--- src/rtl/qpr_pkg.sv ---
// ----------------------------------------------------------------------------
// qpr_pkg: shared types and constants
// Word widths, register indexes, sequencer states and the command/status
// bundles between the controller and the datapath.
// ----------------------------------------------------------------------------
package qpr_pkg;

	localparam int unsigned WordW  = 32;   // Q16.16 samples, Q4.28 coefficients
	localparam int unsigned GainW  = 31;   // inverse_gain and output_limit
	localparam int unsigned IndexW = 3;    // configuration register index
	localparam int unsigned ProdW  = 64;   // registered product
	localparam int unsigned AccW   = 67;   // five products summed exactly
	localparam int unsigned FracSh = 28;   // Q20.44 sum down to Q16.16
	localparam int unsigned AwSh   = 16;   // Q32.32 anti-windup product down to Q16.16

	// configuration register indexes
	localparam logic [IndexW-1:0] REG_B0    = 3'd0;
	localparam logic [IndexW-1:0] REG_B1    = 3'd1;
	localparam logic [IndexW-1:0] REG_B2    = 3'd2;
	localparam logic [IndexW-1:0] REG_A1    = 3'd3;
	localparam logic [IndexW-1:0] REG_A2    = 3'd4;
	localparam logic [IndexW-1:0] REG_INVG  = 3'd5;
	localparam logic [IndexW-1:0] REG_LIMIT = 3'd6;

	localparam logic [GainW-1:0] InvGainReset = 31'd65536;
	localparam logic [GainW-1:0] LimitReset   = 31'h7fff_ffff;

	typedef enum logic [2:0] {
		ST_IDLE,
		ST_AW_MUL,
		ST_AW_ADD,
		ST_MAC,
		ST_FLUSH,
		ST_DONE
	} state_t;

	// operand pair driven into the shared multiplier
	typedef enum logic [2:0] {
		SEL_B0,
		SEL_B1,
		SEL_B2,
		SEL_A1,
		SEL_A2,
		SEL_AW
	} mul_sel_t;

	typedef struct packed {
		logic signed [WordW-1:0] b0;
		logic signed [WordW-1:0] b1;
		logic signed [WordW-1:0] b2;
		logic signed [WordW-1:0] a1;
		logic signed [WordW-1:0] a2;
		logic [GainW-1:0]        inv_gain;
		logic [GainW-1:0]        limit;
	} cfg_t;

	typedef struct packed {
		logic     capture;   // take the input beat, form the plain error
		logic     mul_go;    // load the product register
		mul_sel_t mul_sel;
		logic     aw_add;    // rebuild the error from the anti-windup product
		logic     acc_add;   // fold the registered product into the sum
		logic     finish;    // saturate, clamp, update history, load output
	} cmd_t;

	typedef struct packed {
		logic was_clipped;
		logic out_busy;
	} sts_t;

endpackage

--- src/rtl/qpr_ctrl.sv ---
// ----------------------------------------------------------------------------
// qpr_ctrl: sequencer
// Steps one item through the error, five multiply-accumulate slots and the
// final clamp, issuing commands to the datapath.
// ----------------------------------------------------------------------------
module qpr_ctrl (
	input  logic           clk,
	input  logic           arst_n,
	input  logic           in_valid,
	output logic           in_ready,
	input  qpr_pkg::sts_t  sts,
	output qpr_pkg::cmd_t  cmd
);

	qpr_pkg::state_t state_q, state_d;
	logic [2:0]      slot_q, slot_d;

	always_ff @(posedge clk or negedge arst_n) begin
		if (!arst_n) begin
			state_q <= qpr_pkg::ST_IDLE;
			slot_q  <= 3'd0;
		end else begin
			state_q <= state_d;
			slot_q  <= slot_d;
		end
	end

	always_comb begin
		state_d     = state_q;
		slot_d      = slot_q;
		in_ready    = 1'b0;
		cmd         = '0;
		cmd.mul_sel = qpr_pkg::SEL_B0;
		unique case (state_q)
			qpr_pkg::ST_IDLE: begin
				in_ready = 1'b1;
				if (in_valid) begin
					cmd.capture = 1'b1;
					slot_d      = 3'd0;
					state_d     = sts.was_clipped ? qpr_pkg::ST_AW_MUL : qpr_pkg::ST_MAC;
				end
			end
			qpr_pkg::ST_AW_MUL: begin
				cmd.mul_go  = 1'b1;
				cmd.mul_sel = qpr_pkg::SEL_AW;
				state_d     = qpr_pkg::ST_AW_ADD;
			end
			qpr_pkg::ST_AW_ADD: begin
				cmd.aw_add = 1'b1;
				state_d    = qpr_pkg::ST_MAC;
			end
			qpr_pkg::ST_MAC: begin
				cmd.mul_go  = 1'b1;
				cmd.acc_add = (slot_q != 3'd0);
				unique case (slot_q)
					3'd0:    cmd.mul_sel = qpr_pkg::SEL_B0;
					3'd1:    cmd.mul_sel = qpr_pkg::SEL_B1;
					3'd2:    cmd.mul_sel = qpr_pkg::SEL_B2;
					3'd3:    cmd.mul_sel = qpr_pkg::SEL_A1;
					default: cmd.mul_sel = qpr_pkg::SEL_A2;
				endcase
				slot_d = slot_q + 3'd1;
				if (slot_q == 3'd4) begin
					state_d = qpr_pkg::ST_FLUSH;
				end
			end
			qpr_pkg::ST_FLUSH: begin
				cmd.acc_add = 1'b1;
				state_d     = qpr_pkg::ST_DONE;
			end
			qpr_pkg::ST_DONE: begin
				// hold until the output register is free
				if (!sts.out_busy) begin
					cmd.finish = 1'b1;
					state_d    = qpr_pkg::ST_IDLE;
				end
			end
			default: state_d = qpr_pkg::ST_IDLE;
		endcase
	end

endmodule

--- src/rtl/qpr_dp.sv ---
// ----------------------------------------------------------------------------
// qpr_dp: arithmetic datapath
// Shared 33x33 multiplier, exact accumulator, saturation, clamp, history
// and the output register.
// ----------------------------------------------------------------------------
module qpr_dp (
	input  logic                                   clk,
	input  logic                                   arst_n,
	input  qpr_pkg::cfg_t                          cfg,
	input  qpr_pkg::cmd_t                          cmd,
	output qpr_pkg::sts_t                          sts,
	input  logic signed [qpr_pkg::WordW-1:0]       setpoint,
	input  logic signed [qpr_pkg::WordW-1:0]       feedback,
	output logic                                   out_valid,
	input  logic                                   out_ready,
	output logic signed [qpr_pkg::WordW-1:0]       drive,
	output logic                                   clipped
);

	localparam int unsigned W = qpr_pkg::WordW;

	function automatic logic signed [W-1:0] sat_word(input logic signed [48:0] v);
		if (v > 49'sd2147483647) begin
			return 32'sh7fff_ffff;
		end else if (v < -49'sd2147483648) begin
			return 32'sh8000_0000;
		end
		return v[W-1:0];
	endfunction

	// history
	logic signed [W-1:0] err_q, err_hist1_q, err_hist2_q;
	logic signed [W-1:0] raw_hist1_q, raw_hist2_q, last_drive_q;
	logic                was_clipped_q;

	logic signed [qpr_pkg::ProdW-1:0] prod_s1;
	logic                             neg_s1;
	logic signed [qpr_pkg::AccW-1:0]  acc_q;

	// operand select
	logic signed [W:0]       op_a, op_b;
	logic                    op_neg;
	logic signed [2*W+1:0]   mul_full;

	always_comb begin
		op_neg = 1'b0;
		unique case (cmd.mul_sel)
			qpr_pkg::SEL_B0: begin
				op_a = {cfg.b0[W-1], cfg.b0};
				op_b = {err_q[W-1], err_q};
			end
			qpr_pkg::SEL_B1: begin
				op_a = {cfg.b1[W-1], cfg.b1};
				op_b = {err_hist1_q[W-1], err_hist1_q};
			end
			qpr_pkg::SEL_B2: begin
				op_a = {cfg.b2[W-1], cfg.b2};
				op_b = {err_hist2_q[W-1], err_hist2_q};
			end
			qpr_pkg::SEL_A1: begin
				op_a   = {cfg.a1[W-1], cfg.a1};
				op_b   = {raw_hist1_q[W-1], raw_hist1_q};
				op_neg = 1'b1;
			end
			qpr_pkg::SEL_A2: begin
				op_a   = {cfg.a2[W-1], cfg.a2};
				op_b   = {raw_hist2_q[W-1], raw_hist2_q};
				op_neg = 1'b1;
			end
			qpr_pkg::SEL_AW: begin
				op_a = {last_drive_q[W-1], last_drive_q} - {raw_hist1_q[W-1], raw_hist1_q};
				op_b = {2'b00, cfg.inv_gain};
			end
			default: begin
				op_a = '0;
				op_b = '0;
			end
		endcase
	end

	assign mul_full = op_a * op_b;

	// plain error
	logic signed [W:0] diff;
	assign diff = {setpoint[W-1], setpoint} - {feedback[W-1], feedback};

	// anti-windup error: floor(prod >> 16) + err_hist1
	logic signed [47:0] aw_shift;
	logic signed [48:0] aw_sum;
	assign aw_shift = prod_s1[qpr_pkg::ProdW-1:qpr_pkg::AwSh];
	assign aw_sum   = {aw_shift[47], aw_shift} + {{17{err_hist1_q[W-1]}}, err_hist1_q};

	// filter output
	logic signed [qpr_pkg::AccW-1:0]  addend;
	logic signed [38:0]               acc_shift;
	logic signed [W-1:0]              raw, lim_pos, drive_d;
	logic                             clip_d;

	assign addend    = {{3{prod_s1[qpr_pkg::ProdW-1]}}, prod_s1};
	assign acc_shift = acc_q[qpr_pkg::AccW-1:qpr_pkg::FracSh];
	assign raw       = sat_word({{10{acc_shift[38]}}, acc_shift});
	assign lim_pos   = {1'b0, cfg.limit};

	always_comb begin
		if (raw > lim_pos) begin
			drive_d = lim_pos;
		end else if (raw < -lim_pos) begin
			drive_d = -lim_pos;
		end else begin
			drive_d = raw;
		end
		clip_d = (drive_d != raw);
	end

	// product register and accumulator
	always_ff @(posedge clk) begin
		if (cmd.mul_go) begin
			prod_s1 <= mul_full[qpr_pkg::ProdW-1:0];
			neg_s1  <= op_neg;
		end
		if (cmd.capture) begin
			acc_q <= '0;
			err_q <= sat_word({{16{diff[W]}}, diff});
		end else begin
			if (cmd.aw_add) begin
				err_q <= sat_word(aw_sum);
			end
			if (cmd.acc_add) begin
				acc_q <= neg_s1 ? acc_q - addend : acc_q + addend;
			end
		end
	end

	// history and output register
	always_ff @(posedge clk or negedge arst_n) begin
		if (!arst_n) begin
			err_hist1_q   <= '0;
			err_hist2_q   <= '0;
			raw_hist1_q   <= '0;
			raw_hist2_q   <= '0;
			last_drive_q  <= '0;
			was_clipped_q <= 1'b0;
			out_valid     <= 1'b0;
			drive         <= '0;
			clipped       <= 1'b0;
		end else begin
			if (cmd.finish) begin
				err_hist2_q   <= err_hist1_q;
				err_hist1_q   <= err_q;
				raw_hist2_q   <= raw_hist1_q;
				raw_hist1_q   <= raw;
				last_drive_q  <= drive_d;
				was_clipped_q <= clip_d;
				out_valid     <= 1'b1;
				drive         <= drive_d;
				clipped       <= clip_d;
			end else if (out_ready) begin
				out_valid <= 1'b0;
			end
		end
	end

	assign sts.was_clipped = was_clipped_q;
	assign sts.out_busy    = out_valid && !out_ready;

endmodule

--- src/rtl/quasi_pr_controller_antiwindup.sv ---
// ----------------------------------------------------------------------------
// quasi_pr_controller_antiwindup: quasi-PR controller with anti-windup
// Second-order difference equation on the control error, output clamp and
// error rebuild after a clipped step.
// ----------------------------------------------------------------------------
// Usage:
//   Slave stream: one beat carries setpoint (low word) and feedback (high
//   word), both signed Q16.16. Master stream: one beat carries the clamped
//   drive in tdata and the clip flag in tuser, one result per input beat.
//   Configuration: write register index and data on the cfg channel while
//   no item is in flight; cfg_ready is always high.
//   When the previous step was clipped, the AW_MUL and AW_ADD states first
//   rebuild the error through the multiplier. The single shared
//   multiplier serves five products one per cycle, and a new item is taken
//   only once the sequencer has finished the last one.
//   The output register lets the next item be accepted while a result waits;
//   a stalled receiver holds the sequencer only at its last step.
//   Reset clears the filter history, loads the coefficients with zero, the
//   inverse gain with 1.0 and the limit with its maximum.
// ----------------------------------------------------------------------------
module quasi_pr_controller_antiwindup (
	input  logic                              clk,
	input  logic                              arst_n,
	// input stream
	input  logic                              s_axis_tvalid,
	output logic                              s_axis_tready,
	input  logic [63:0]                       s_axis_tdata,   // setpoint[31:0], feedback[63:32]
	// result stream
	output logic                              m_axis_tvalid,
	input  logic                              m_axis_tready,
	output logic [31:0]                       m_axis_tdata,   // drive[31:0]
	output logic                              m_axis_tuser,   // clipped[0]
	// configuration writes
	input  logic                              cfg_valid,
	output logic                              cfg_ready,
	input  logic [qpr_pkg::IndexW-1:0]        cfg_index,
	input  logic [31:0]                       cfg_data
);

	qpr_pkg::cfg_t cfg_q;
	qpr_pkg::cmd_t cmd;
	qpr_pkg::sts_t sts;

	logic signed [31:0] drive;

	// configuration registers; writes to unused indexes drop
	assign cfg_ready = 1'b1;

	always_ff @(posedge clk or negedge arst_n) begin
		if (!arst_n) begin
			cfg_q.b0       <= '0;
			cfg_q.b1       <= '0;
			cfg_q.b2       <= '0;
			cfg_q.a1       <= '0;
			cfg_q.a2       <= '0;
			cfg_q.inv_gain <= qpr_pkg::InvGainReset;
			cfg_q.limit    <= qpr_pkg::LimitReset;
		end else if (cfg_valid && cfg_ready) begin
			unique case (cfg_index)
				qpr_pkg::REG_B0:    cfg_q.b0       <= cfg_data;
				qpr_pkg::REG_B1:    cfg_q.b1       <= cfg_data;
				qpr_pkg::REG_B2:    cfg_q.b2       <= cfg_data;
				qpr_pkg::REG_A1:    cfg_q.a1       <= cfg_data;
				qpr_pkg::REG_A2:    cfg_q.a2       <= cfg_data;
				qpr_pkg::REG_INVG:  cfg_q.inv_gain <= cfg_data[qpr_pkg::GainW-1:0];
				qpr_pkg::REG_LIMIT: cfg_q.limit    <= cfg_data[qpr_pkg::GainW-1:0];
				default: ;
			endcase
		end
	end

	// sequencer: accept, error, five products, clamp
	qpr_ctrl u_ctrl (
		.clk      (clk),
		.arst_n   (arst_n),
		.in_valid (s_axis_tvalid),
		.in_ready (s_axis_tready),
		.sts      (sts),
		.cmd      (cmd)
	);

	// arithmetic, history and result register
	qpr_dp u_dp (
		.clk       (clk),
		.arst_n    (arst_n),
		.cfg       (cfg_q),
		.cmd       (cmd),
		.sts       (sts),
		.setpoint  (s_axis_tdata[31:0]),
		.feedback  (s_axis_tdata[63:32]),
		.out_valid (m_axis_tvalid),
		.out_ready (m_axis_tready),
		.drive     (drive),
		.clipped   (m_axis_tuser)
	);

	assign m_axis_tdata = drive;

	// one item in flight: no second beat right after an accepted one
	a_single_item: assert property (@(posedge clk) disable iff (!arst_n)
		(s_axis_tvalid && s_axis_tready) |=> !s_axis_tready)
		else $error("input accepted while an item is in flight");

	// a clipped result sits exactly on one of the limits
	a_clip_at_limit: assert property (@(posedge clk) disable iff (!arst_n)
		(m_axis_tvalid && m_axis_tuser) |->
		(drive == $signed({1'b0, cfg_q.limit}) || drive == -$signed({1'b0, cfg_q.limit})))
		else $error("clipped result off the limit");

	// a result appears only after the sequencer finishes an item
	a_result_source: assert property (@(posedge clk) disable iff (!arst_n)
		$rose(m_axis_tvalid) |-> $past(cmd.finish))
		else $error("result valid without a finished item");

	// never overwrite a result the receiver has not taken
	a_no_overwrite: assert property (@(posedge clk) disable iff (!arst_n)
		cmd.finish |-> (!m_axis_tvalid || m_axis_tready))
		else $error("result overwritten while stalled");

endmodule

--- config.mk ---
export PLATFORM = sky130hd
export DESIGN_NAME = quasi_pr_controller_antiwindup
export DESIGN_NICKNAME = d
export VERILOG_FILES = /design/src/rtl/qpr_pkg.sv /design/src/rtl/qpr_ctrl.sv /design/src/rtl/qpr_dp.sv /design/src/rtl/quasi_pr_controller_antiwindup.sv
export SDC_FILE = /design/constraint.sdc
export NUM_CORES = 2
export LEC_CHECK = 0
export BUFFER_PORTS_ARGS = -buffer_cell sky130_fd_sc_hd__buf_2
export CAP_MARGIN = 30
export CORE_MARGIN = 4
export CORE_UTILIZATION = 37
export CTS_CLUSTER_SIZE = 10
export DETAILED_ROUTE_END_ITERATION = 7
export SLEW_MARGIN = 25
export SYNTH_ARGS = -nofsm -noshare
export SYNTH_HDL_FRONTEND = slang
export SYNTH_HIERARCHICAL = 1
export SYNTH_SLANG_ARGS = --single-unit
--- constraint.sdc ---
create_clock -name clk -period 34.1 [get_ports clk]
set_input_delay 6.82 -clock clk [delete_from_list [all_inputs] [get_ports clk]]
set_output_delay 6.82 -clock clk [all_outputs]
set_load 0.005 [all_outputs]
; ---- Word-level counts from Yosys, hierarchy flattened
; Cells that the tools add are included.
[word_totals]
out_inout_bits = 36
regBits = 554
word_cells = 124
in_bits = 104
[op_classes]
eq_ne = 24
n_addsub = 7
reduce_logical = 20
mux = 44
order_cmp = 8
multipliers = 1
[ops]
columns = operator, count
row1 = 2-to-1 mux 32 bit, 13
row2 = one-hot mux 33 bit (6 select lines), 2
row3 = adder 67 x 64 -> 67 bit, 1
row4 = 2-to-1 mux 67 bit, 1
row5 = subtractor 67 x 64 -> 67 bit, 1
row6 = subtractor 32 x 32 -> 33 bit, 2
row7 = multiplier 33 x 33 -> 64 bit, 1
row8 = adder 48 x 32 -> 49 bit, 1
row9 = greater-than comparator 49 x 32 -> 1 bit (second input constant), 1
row10 = < comparator 49 x 32 -> 1 bit (second input constant), 1
row11 = greater-than comparator 39 x 32 -> 1 bit (second input constant), 1
row12 = < comparator 39 x 32 -> 1 bit (second input constant), 1
row13 = greater-than comparator 33 x 32 -> 1 bit (second input constant), 1
row14 = < comparator 33 x 32 -> 1 bit (second input constant), 1
row15 = greater-than comparator 32 bit, 1
row16 = < comparator 32 bit, 1
row17 = inequality test 32 bit, 1
row18 = negation 31 -> 32 bit, 1
row19 = equality test 3 x 2 -> 1 bit (second input constant), 8
row20 = equality test 3 bit (second input constant), 8
row21 = 2-to-1 mux 1 bit, 18
row22 = one-hot mux 3 bit (6 select lines), 1
row23 = AND reduction 2 bit, 8
row24 = equality test 3 x 1 -> 1 bit (second input constant), 4
row25 = other kinds (16), 25

; ---- Logic depth before layout (Yosys ltp)
[depth]
depth_word = 9
depth_mapped = 47
ltp_nobuf = 45

; ---- By module
; Netlist, hierarchy kept.
[by_module_without_submodules]
columns = module, n_inst, seq_area_each_um2, cells_per_inst, area_per_inst_um2
row1 = qpr_dp, 1, 8308.0, 7699, 66711.5
row2 = quasi_pr_controller_antiwindup, 1, 5595.4, 477, 8381.8
row3 = qpr_ctrl, 1, 150.1, 56, 480.5

; ---- Worst setup path after synthesis
; Ideal clock, no wire load.
[synth_path]
kind = flip-flop to flip-flop
from = register u_ctrl.state_q[0]
to = register u_dp/prod_s1[62] in the netlist's numbering (data pin)
n_path_buf = 6
required_time_ps = 33842
setup_ps = 258
period_less_slack_ps = 10806
setup_slack_ps = 23294
path_stages_with_launch = 42
arrival_ps = 10549
path_cell_list = dfrtp_1 -> buf_2 -> nand2b_2 -> a21oi_1 -> clkbuf_1 -> buf_1 -> clkbuf_1 -> clkbuf_1 -> mux2i_1 -> nor2_1 -> a21oi_1 -> clkbuf_1 -> nor2_1 -> fa_1 -> inv_1 -> fa_1 -> inv_1 -> fa_1 -> [6 not listed] -> inv_1 -> fa_1 -> inv_1 -> fa_1 -> inv_1 -> ha_1 -> a2111oi_0 -> o21ai_0 -> a221oi_1 -> o21ai_0 -> a2111oi_0 -> nand2_1 -> a31o_2 -> o311a_1 -> o211a_1 -> o21a_1 -> nor2_1 -> xnor2_1
[synth_lines]
columns = item, line_no
row1 = "start, declared", qpr_ctrl.sv:15  ; qpr_pkg::state_t state_q, state_d;
row2 = "start signal, assigned", qpr_ctrl.sv:20  ; state_q <= qpr_pkg::ST_IDLE;
row3 = "start signal, assigned", qpr_ctrl.sv:23  ; state_q <= state_d;
row4 = "end signal, assigned", qpr_dp.sv:118  ; prod_s1 <= mul_full[qpr_pkg::ProdW-1:0];
row5 = "end, declared", qpr_dp.sv:36  ; logic signed [qpr_pkg::ProdW-1:0] prod_s1;

==> impl_results.md <==
* Die H at 460 µm
* WL/cell at 25.6 µm
* First-pass GRT wire length at approximately 420000 µm
* Max transition margin at 28.6%
* P&R area growth vs syn at 8.63%
* Nature of the critical path endpoint: flip-flop
* Register bit count reported by yosys at 554
* Die ar. at 212000 µm²
* Pin count of the biggest net entering global routing at 109
* Clock Sinks at 554
* Critical path launch point type: flip-flop
* Detail Placement HPWL at 216000 µm
* Mapped Cells at 8232
* Clk root buf: clkbuf_16
* Worst Path Buf+Inv at 12
* Filler instances at 20100
* Clock Latency Late Sink at 0.68 ns
* CP Class: flip-flop to flip-flop
* RR Endpoint: u_dp/prod_s1[63]
* Clk_skew at 0.0482 ns
* Num ports at 140
* Unrepaired setup endpoints after global routing: false
* DRC Markers at 0
* Number of buffers created by CTS at 69
* Slowest CP cell: fa_1
* Fmax at about 0.08 GHz
* Layout cells sized above 1 at 10.7%
* Die X at around 460 µm
* Ys async rst share at 70.4%
* Max Fanout on Critical Path at 39
* Mapped Avg Cell Area at 9.18 µm²
* WP depth at 40
* Critical path data required time at 34.52 ns
* Initial Util at 37.3%
* Syn Std Cell Area at roughly 76000 µm²
* Placer Congestion at 0.953
* Tcrit/Tclk final at 37.5%
* Post-CTS Setup Inserts at 0
* Register area at 14100 µm²
* Gr usage total at approximately a quarter
* Max-cap violations at 0
* Flop-to-flop setup slack at 21.33 ns
* DR pass1 iterations at 5
* Via Count at 61500
* CTS tree: done
* Reg2reg start: u_ctrl/slot_q[0]
* Crit-path leading delay family: adder cells
* Final TNS setup at 0 ns
* Number of DRC markers in iteration 0 at between 5000 and 6000
* Library cells used by synthesis at 99
* Number of global-route vias before repair at roughly 64000
* Number of buffers added on ports at 138
* Synth area leaders: fa_1 (30%), dfrtp_1 (12%), ha_1 (7.6%), inv_1 (6.9%), mux2_2 (4.7%)
* Final worst path period need at approximately 13 ns
* Post-synthesis sequential area ratio at roughly 19%
* DR vias/cell at about 5.6
* Overflow after GRT at 0
* Clock Path Buffers at 3
* Core footprint at 203000 µm²
* WHS Path Cells at 1
* Final hold vios at 0
* Worst Hold End: cfg_q[212]
* Dominant synthesized flop cell: dfrtp_1
* Initial antenna violation count at 25
* # setup viols final at 0
* Worst min path class: flip-flop to flip-flop
* Clock transition at the registers of the reported paths at 0.06 ns
* CP max stage delay at a little under 1 ns
* Slew Limit Fails at 0
* Final WL at around 280000 µm
* WP data arrival at 13.19 ns
* Yosys warnings at 6
* CTS H-tree depth at 3
* Status: finished clean
* Row count at 165
* EDFF count, synth at 97
* Post-route ant nets at 0
* Worst hold path startpoint: cfg_q[212]
* R2R cell count at 40
* Slew @ Worst Pin at 1.07 ns
* Leading area contributor after synthesis: fa_1
* Synth Net Count at 9924
* Share of the synthesized area in the top cell type at 29.9%
* Final nets at 9913
* CTS Hold Buffers Added at 0
* Resized Gates After CTS at 0
* Area occupied by multi-input gates at 55200 µm²
## cell type report
type	count	area share [%]
inverters	1398	6.39
diodes	13	0.0396
flip-flops and latches	554	17.1
well taps	2672	4.07
multi-input cells	5893	67.2
clock inverters	15	0.258
repair buffers	305	2.59
clock buffers	105	2.30
## Yosys cell counts (34+ instances only)
library cell and instances:
xor2_1 71, a21o_1 186, o21ai_0 197, a22oi_1 73, nand2b_1 42, inv_1 1397, a211oi_1 40, nand3_1 101
nor2_1 740, nor3_1 77, o21a_1 51, dfxtp_1 67, clkbuf_1 323, o22ai_1 34, xnor2_1 269, dfrtp_1 358
a31oi_1 42, nor2b_1 46, fa_1 1129, nand4_1 46, o21ai_1 49, ha_1 459, a21oi_1 380, mux2_2 316
nand2_1 935, and2_1 49, mux2i_1 91, edfxtp_1 97
## stage by stage
stage	hold WS [ns]	instances	util, %	cell area [µm²]	setup slack, ns
2_1_floorplan	0.452	8232	-	75600	23.29
3_3_place_gp	0.463	10800	39.3	79700	21.80
3_5_place_dp	0.475	10800	39.4	79800	21.54
4_1_cts	0.487	10900	40.4	81900	21.53
5_1_grt	0.506	10900	40.5	82100	20.70
6_report	0.484	11000	40.5	82100	21.33
## state kept, by name, indices dropped and copies added, names as in the netlist, 3 cells and up
register           count
u_dp/acc_q            67
u_dp/err_hist1_q      32
u_dp/prod_s1          64
u_dp/raw_hist2_q      32
cfg_q                222
u_dp/err_q            32
u_ctrl/state_q         3
u_dp/raw_hist1_q      32
u_ctrl/slot_q          3
u_dp/last_drive_q     32
u_dp/err_hist2_q      32
## cells in the final DEF, fill, tap and decap left out, types with 70 or more instances in the layout
cell,count
inv_1,1395
fa_1,1129
nand2_1,935
nor2_1,735
ha_1,459
a21oi_1,371
dfrtp_1,358
mux2_2,316
xnor2_1,269
o21ai_0,193
a21o_1,186
buf_4,157
buf_2,138
nand3_1,100
edfxtp_1,97
mux2i_1,91
nor3_1,75
a22oi_1,73
xor2_1,70
## cells by family after synthesis
group           Yosys count  synth area share [%]
compound gates         1316                  11.3
xor+xnor                340                  3.94
fa+ha+maj              1588                  37.5
buf+inv                1785                  9.03
flops                   554                  18.6
mux                     446                  6.91
other cells               1               0.00496
simple gates           2202                  12.7
## routing by layer
metal	wire, µm	up-vias	track usage, %
li1	-	26600	-
met1	115000	31400	35.3
met2	124000	2836	40.9
met3	27100	650	6.72
met4	14100	14	11.2
met5	82	-	0
## worst max path at each step
| stage | from | end | slack [ns] |
|---|---|---|---|
| 2_1_floorplan | u_ctrl/state_q[0] | u_dp/prod_s1[62] | 23.29 |
| 3_3_place_gp | u_ctrl/slot_q[0] | u_dp/prod_s1[62] | 21.80 |
| 3_5_place_dp | u_ctrl/slot_q[0] | u_dp/prod_s1[63] | 21.54 |
| 4_1_cts | u_ctrl/slot_q[0] | u_dp/prod_s1[63] | 21.53 |
| 5_1_grt | u_ctrl/slot_q[0] | u_dp/prod_s1[63] | 20.70 |
| 6_report | u_ctrl/slot_q[0] | u_dp/prod_s1[63] | 21.33 |
Power is not shown: default switching activity piles up to over one toggle a cycle in this logic, so the estimate is an artifact.
